### src/design/b2da_pkg.sv
`timescale 1ns / 1ps
`default_nettype none

package b2da_pkg;

   localparam int DEC_SLOTS  = 10;                 // digits of a 31-bit magnitude
   localparam int BCD_W      = 4 * DEC_SLOTS;
   localparam int MAG_W      = 31;                 // magnitude bits of a non-negative value
   localparam int CONV_STEPS = MAG_W;              // one shift per magnitude bit
   localparam int STEP_W     = 5;
   localparam int IDX_W      = 4;
   localparam int CHAR_W     = 6;

   localparam logic [CHAR_W-1:0] ASCII_ZERO = 6'd48;

   // controller -> datapath
   typedef struct packed {
      logic load;     // capture value, clear BCD
      logic shift;    // one add-3 and shift step
      logic size;     // find digit count, set digit index
      logic emit;     // drive one digit, step index down
   } b2da_cmd_type;

   // datapath -> controller
   typedef struct packed {
      logic neg;        // incoming value is negative
      logic conv_done;  // final shift step this cycle
      logic emit_last;  // least significant digit this cycle
   } b2da_sts_type;

endpackage

`default_nettype wire

### src/design/b2da_ctrl.sv
`timescale 1ns / 1ps
`default_nettype none

module b2da_ctrl
   import b2da_pkg::*;
(
   input  wire logic         clock,
   input  wire logic         reset,
   input  wire logic         start,
   input  wire b2da_sts_type sts,
   output b2da_cmd_type      cmd,
   output logic              busy
);

   localparam logic [1:0] ST_IDLE = 2'd0;
   localparam logic [1:0] ST_CONV = 2'd1;
   localparam logic [1:0] ST_SIZE = 2'd2;
   localparam logic [1:0] ST_EMIT = 2'd3;

   logic [1:0] state_ff;
   logic [1:0] state_in;

   always_comb begin
      state_in  = state_ff;
      cmd       = '0;
      unique case (state_ff)
         ST_IDLE: begin
            if (start && !sts.neg) begin
               cmd.load = 1'b1;
               state_in = ST_CONV;
            end
         end
         ST_CONV: begin
            cmd.shift = 1'b1;
            if (sts.conv_done) begin
               state_in = ST_SIZE;
            end
         end
         ST_SIZE: begin
            cmd.size = 1'b1;
            state_in = ST_EMIT;
         end
         ST_EMIT: begin
            cmd.emit = 1'b1;
            if (sts.emit_last) begin
               state_in = ST_IDLE;
            end
         end
         default: begin
            state_in = ST_IDLE;
         end
      endcase
   end

   always_ff @(posedge clock) begin
      if (reset) begin
         state_ff <= ST_IDLE;
      end else begin
         state_ff <= state_in;
      end
   end

   assign busy = (state_ff != ST_IDLE);

endmodule

`default_nettype wire

### src/design/b2da_dpath.sv
`timescale 1ns / 1ps
`default_nettype none

module b2da_dpath
   import b2da_pkg::*;
#(
   parameter int MAX_DIGITS = 10
)
(
   input  wire logic              clock,
   input  wire logic              reset,
   input  wire logic [31:0]       req_value,
   input  wire b2da_cmd_type      cmd,
   output b2da_sts_type           sts,
   output logic                   rsp_strobe,
   output logic [CHAR_W-1:0]      rsp_digit_char,
   output logic                   rsp_last
);

   localparam int KEEP_CAP = (MAX_DIGITS < DEC_SLOTS) ? MAX_DIGITS : DEC_SLOTS;

   logic [MAG_W-1:0]  bin_ff,  bin_in;
   logic [BCD_W-1:0]  bcd_ff,  bcd_in;
   logic [STEP_W-1:0] step_ff, step_in;
   logic [IDX_W-1:0]  idx_ff,  idx_in;
   logic              strobe_ff;
   logic [CHAR_W-1:0] char_ff, char_in;
   logic              last_ff, last_in;

   logic [BCD_W-1:0]  bcd_adj;
   logic [IDX_W-1:0]  count;
   logic [IDX_W-1:0]  keep;
   logic [3:0]        cur_digit;

   // add 3 to every digit of 5 or more before the shift
   always_comb begin
      for (int i = 0; i < DEC_SLOTS; i++) begin
         if (bcd_ff[4*i +: 4] >= 4'd5) begin
            bcd_adj[4*i +: 4] = bcd_ff[4*i +: 4] + 4'd3;
         end else begin
            bcd_adj[4*i +: 4] = bcd_ff[4*i +: 4];
         end
      end
   end

   // significant digits: highest nonzero digit, at least one
   always_comb begin
      count = IDX_W'(1);
      for (int i = 0; i < DEC_SLOTS; i++) begin
         if (bcd_ff[4*i +: 4] != 4'd0) begin
            count = IDX_W'(i + 1);
         end
      end
      keep = (count > IDX_W'(KEEP_CAP)) ? IDX_W'(KEEP_CAP) : count;
   end

   assign cur_digit = bcd_ff[{idx_ff, 2'b00} +: 4];

   always_comb begin
      bin_in  = bin_ff;
      bcd_in  = bcd_ff;
      step_in = step_ff;
      idx_in  = idx_ff;
      char_in = char_ff;
      last_in = last_ff;
      if (cmd.load) begin
         bin_in  = req_value[MAG_W-1:0];
         bcd_in  = '0;
         step_in = '0;
      end
      if (cmd.shift) begin
         bcd_in  = {bcd_adj[BCD_W-2:0], bin_ff[MAG_W-1]};
         bin_in  = {bin_ff[MAG_W-2:0], 1'b0};
         step_in = step_ff + STEP_W'(1);
      end
      if (cmd.size) begin
         idx_in = keep - IDX_W'(1);
      end
      if (cmd.emit) begin
         char_in = ASCII_ZERO + {2'b00, cur_digit};
         last_in = (idx_ff == '0);
         idx_in  = idx_ff - IDX_W'(1);
      end
   end

   always_ff @(posedge clock) begin
      if (reset) begin
         strobe_ff <= 1'b0;
      end else begin
         strobe_ff <= cmd.emit;
      end
   end

   always_ff @(posedge clock) begin
      bin_ff  <= bin_in;
      bcd_ff  <= bcd_in;
      step_ff <= step_in;
      idx_ff  <= idx_in;
      char_ff <= char_in;
      last_ff <= last_in;
   end

   assign sts.neg       = req_value[31];
   assign sts.conv_done = (step_ff == STEP_W'(CONV_STEPS - 1));
   assign sts.emit_last = (idx_ff == '0);

   assign rsp_strobe     = strobe_ff;
   assign rsp_digit_char = char_ff;
   assign rsp_last       = last_ff;

endmodule

`default_nettype wire

### src/design/binary_to_decimal_ascii_unit.sv
`timescale 1ns / 1ps
`default_nettype none

// Once start is taken and the value converted, the digits strobe out one per cycle.
// Each item passes through idle, the 31-step shift-and-add-3 loop, a sizing step and
//   the emit of its N digits (N = digits sent, 1..10); a new item is taken only in idle;
//   a negative item is dropped in idle.
// Results cannot be stalled: rsp_strobe marks each digit for exactly one cycle.
// Reset (synchronous, active high) returns the controller to idle and drops rsp_strobe.

module binary_to_decimal_ascii_unit
   import b2da_pkg::*;
#(
   parameter int MAX_DIGITS = 10   // most digits in one run, 1..10; larger values act as 10
)
(
   input  wire logic              clock,
   input  wire logic              reset,
   input  wire logic              start,
   output logic                   busy,
   input  wire logic [31:0]       req_value,
   output logic                   rsp_strobe,
   output logic [CHAR_W-1:0]      rsp_digit_char,
   output logic                   rsp_last
);

   // Controller sequences: idle -> convert (31 shifts) -> size -> emit (N).
   // A negative item is taken in idle and dropped: no digits, busy stays low.
   // The datapath holds the magnitude, the 10-digit BCD register, the step
   // counter, the digit index and the registered result.
   // Digits come out most significant first; with more digits than MAX_DIGITS
   // only the low MAX_DIGITS go out, zeros in front included.

   b2da_cmd_type cmd;
   b2da_sts_type sts;

   b2da_ctrl u_ctrl (
      .clock (clock),
      .reset (reset),
      .start (start),
      .sts   (sts),
      .cmd   (cmd),
      .busy  (busy)
   );

   b2da_dpath #(
      .MAX_DIGITS (MAX_DIGITS)
   ) u_dpath (
      .clock          (clock),
      .reset          (reset),
      .req_value      (req_value),
      .cmd            (cmd),
      .sts            (sts),
      .rsp_strobe     (rsp_strobe),
      .rsp_digit_char (rsp_digit_char),
      .rsp_last       (rsp_last)
   );

endmodule

`default_nettype wire

### config.mk
export PLATFORM = sky130hd
export DESIGN_NAME = binary_to_decimal_ascii_unit
export DESIGN_NICKNAME = d
export VERILOG_FILES = /design/src/design/b2da_pkg.sv /design/src/design/b2da_ctrl.sv /design/src/design/b2da_dpath.sv /design/src/design/binary_to_decimal_ascii_unit.sv
export SDC_FILE = /design/constraint.sdc
export NUM_CORES = 1
export LEC_CHECK = 0
export ABC_AREA = 1
export BUFFER_PORTS_ARGS = -buffer_cell sky130_fd_sc_hd__buf_2
export CORE_MARGIN = 4
export CORE_UTILIZATION = 60
export CTS_CLUSTER_SIZE = 28
export DETAILED_ROUTE_END_ITERATION = 7
export PLACE_DENSITY = 0.8
export REMOVE_ABC_BUFFERS = 1
export SLEW_MARGIN = 20
export SYNTH_ARGS = -nofsm -noshare
export SYNTH_HDL_FRONTEND = slang
export SYNTH_SLANG_ARGS = --single-unit
### constraint.sdc
create_clock -name clock -period 3.8 [get_ports clock]
set_input_delay 0.38 -clock clock [delete_from_list [all_inputs] [get_ports clock]]
set_output_delay 0.38 -clock clock [all_outputs]
set_load 0.02 [all_outputs]
==> impl_metrics.py <==
metrics = {
    "clock_network": {
        "cts_tree": "built",
        "clk_latency_ns": 0.35,
        "hold_buffers": 0,
        "cts_made_buffers": 9,
        "clkSlewWorstSetupHoldPaths_ns": 0.09,
        "root_buffer": "clkbuf_8",
        "clockBufferDepth": 2,
        "cts_sinks": 88,
        "postCtsSetupBuffers": 0,
        "postCtsResizedCells": 0,
        "ctsHtreeMaxLevel": 3,
    },
    "routing": {
        "routed_wl_um": 10200,
        "drt_iter0_drc": 141,
        "num_vias": 3897,
        "firstDrtPassIters": 5,
        "via_per_inst": 5.58,
        "ant_nets": 0,
        "drc": 0,
        "wire_per_inst_um": 14.7,
    },
    "layout": {
        "fillers": 646,
        "finalNonFillerCells": 698,
        "layout_commonest_cell": "nand2_1",
        "register_area_um2": 2600,
        "multiInputGateArea_um2": 2060,
        "nets": 652,
        "syn2layout_area_growth_pct": 9.55,
        "layout-drive-gt1-share_pct": 15.2,
        "layout_common_cells": "nand2_1 (107), edfxtp_1 (84), o21ai_0 (74)",
        "diodes": 0,
    },
    "critical_path": {
        "cp.arrival_ns": 2.04,
        "path_class": "register to register",
        "cp_max_fo": 40,
        "cp-start-kind": "register",
        "cp-end-kind": "register",
        "crit_required_ns": 3.79,
    },
    "die": {
        "core-area_um2": 8180,
        "die_h_um": 99.4,
        "fp-row-count": 33,
        "die-width_um": 99.4,
        "fp.dieArea_um2": 9890,
        "start_util_pct": 61.4,
        "ios": 44,
    },
    "logic_synthesis": {
        "synth.distinct_cells": 36,
        "syn_avg_cell_area_um2": 9.10,
        "netlist_instances": 551,
        "synth_top_cell_by_area": "edfxtp_1",
        "yosysWarnings": 0,
        "synth.area.top_cells": "edfxtp_1 (50%), nand2_1 (8.1%), o21ai_0 (7.4%), ha_1 (7.2%), a21oi_1 (5.0%)",
        "ys_ff_latch": 88,
        "synth.top_cell.area_share_pct": 50.3,
        "syn_area_um2": 5020,
        "ys_seq_area_share_pct": 51.9,
    },
    "placement": {
        "dp_slack_ns": 1.78,
        "placed_cells": 682,
        "port_buffers": 41,
        "gp_congestion": 0.848,
        "hpwl_um": 7140,
    },
    "timing": {
        "min_period_ns": 2.04,
        "setup_viol": 0,
        "fin_ws_ns": 1.76,
        "relSlewSlack_pct": 49.3,
        "tightest_slew_ns": 0.761,
        "drv_slew": 0,
        "max_freq_ghz": 0.489,
        "rsz0062_at_grt": "no",
        "fin_crit_sh_pct": 53.8,
        "clock_skew_ns": 0.0120,
        "finalHoldViolCount": 0,
    },
    "pwr": {
        "p_leak_uw": 0.00232,
        "p_int_uw": 2550,
        "p_comb_share_pct": 39.9,
        "power.total_uw": 4410,
        "clockPowerShare_pct": 14.9,
        "switchingPower_uw": 1860,
        "swShare_pct": 42.2,
        "p_seq_share_pct": 45.2,
        "pwr_density_cell_nw_per_um2": 802,
        "vdd_drop_max_uv": 436,
    },
    "outcome": {
        "outcome": "completed",
    },
    "global_routing": {
        "grtUsageTotal_pct": 21.8,
        "antenna_found_initial": 0,
        "grt_pass1_vias": 3811,
        "overflow": 0,
        "grt_pass1_wl_um": 17300,
        "grt_max_degree": 49,
    },
    "job": {
        "drv_cap": 0,
    },
    "hold_path": {
        "min_path_type": "input port to register",
    },
}
[final timing paths]
path	start	end	slack [ns]	cells past startpoint
worst min-delay path	reset	u_dpath.rsp_strobe$_SDFF_PP0_	0.18	2
worst max-delay path	u_ctrl.state_ff[1]$_SDFFE_PP0P_	u_dpath.bcd_ff[36]$_SDFFCE_PN0P_	1.76	5
worst max register to register	u_ctrl.state_ff[1]$_SDFFE_PP0P_	u_dpath.bcd_ff[36]$_SDFFCE_PN0P_	1.76	5
worst min register to register	u_dpath.bin_ff[0]$_SDFFE_PP0P_	u_dpath.bin_ff[0]$_SDFFE_PP0P_	0.47	2
[layout make-up]
type | count | share of cell area, %
repair buffers | 46 | 4.42
well taps | 105 | 2.39
flip-flops and latches | 88 | 47.4
clock inverters | 6 | 1.25
inverters | 71 | 4.85
clock buffers | 10 | 2.32
multi-input cells | 372 | 37.4
[registers in the layout, summed over array words and instances (netlist names)]
signal,count
u_dpath.bcd_ff,40
u_dpath.bin_ff,31
u_dpath.step_ff,5
u_dpath.idx_ff,4
u_dpath.rsp_digit_char,4
u_ctrl.state_ff,2
u_dpath.rsp_last,1
u_dpath.rsp_strobe,1
[stage by stage]
step / cell area, µm² / utilization [%] / hold WS (ns) / setup TNS [ns]
floorplan: 4920 / - / 0.432 / -25.18
global route: 5500 / 67.2 / 0.176 / 0
global placement: 5300 / 64.8 / 0.446 / 0
detailed placement: 5300 / 64.8 / 0.457 / 0
finish: 5500 / 67.2 / 0.183 / 0
CTS: 5500 / 67.2 / 0.173 / 0
[worst max-delay path: stages, from the launching register on]
cell and delay (ns):
dfxtp_1 0.34, inv_1 0.11, ha_2 0.57, inv_2 0.08, nand2_2 0.09, buf_4 0.46
[cell usage after synthesis (all sizes together)]
| cell type | count |
|---|---|
| a21oi | 51 |
| clkbuf | 12 |
| and2 | 1 |
| nand4 | 2 |
| ha | 29 |
| xor2 | 13 |
| conb | 1 |
| a211oi | 1 |
| or2 | 2 |
| a21boi | 1 |
| o2111a | 3 |
| nor3b | 1 |
| clkinv | 1 |
| nor3 | 10 |
| nand2 | 112 |
| o221ai | 1 |
| dfxtp | 4 |
| edfxtp | 84 |
| o22ai | 3 |
| nand3 | 16 |
| o211a | 2 |
| inv | 70 |
| buf | 9 |
| nor2 | 35 |
| a32o | 1 |
| o21ai | 86 |
[power groups by stage]
stage / clock [µW] / sequential [µW] / combinational (µW)
after floorplan: 0 / 1940 / 1300
after global placement: 0 / 1980 / 1650
after detailed placement: 0 / 2010 / 1750
after CTS: 667 / 1990 / 1760
after global routing: 709 / 2050 / 2010
final: 657 / 1990 / 1760
[cells by family (layout without fill, tap and decap cells)]
group / count (synthesis) / in the layout / synth area share [%]
AOI/OAI and AO/OA: 149 / 149 / 16.1
DFF: 88 / 88 / 51.9
other: 1 / 2 / 0.0748
adders and majority gates: 29 / 29 / 7.23
xor gates and xnor gates: 13 / 13 / 2.27
and+or+nand+nor: 179 / 179 / 15.2
buffers and inverters: 92 / 133 / 7.31
[per-layer routing]
layer | vias up | share of wire (%) | wire length (µm) | global-route usage, %
li1 | 1942 | - | - | -
met1 | 1813 | 44 | 4510 | 28.0
met2 | 122 | 49 | 5030 | 36.6
met3 | 20 | 4.6 | 470 | 3.37
met4 | 0 | 2.2 | 226 | 9.45
met5 | - | 0 | 0 | 0
(Power assumes the default switching activity.)
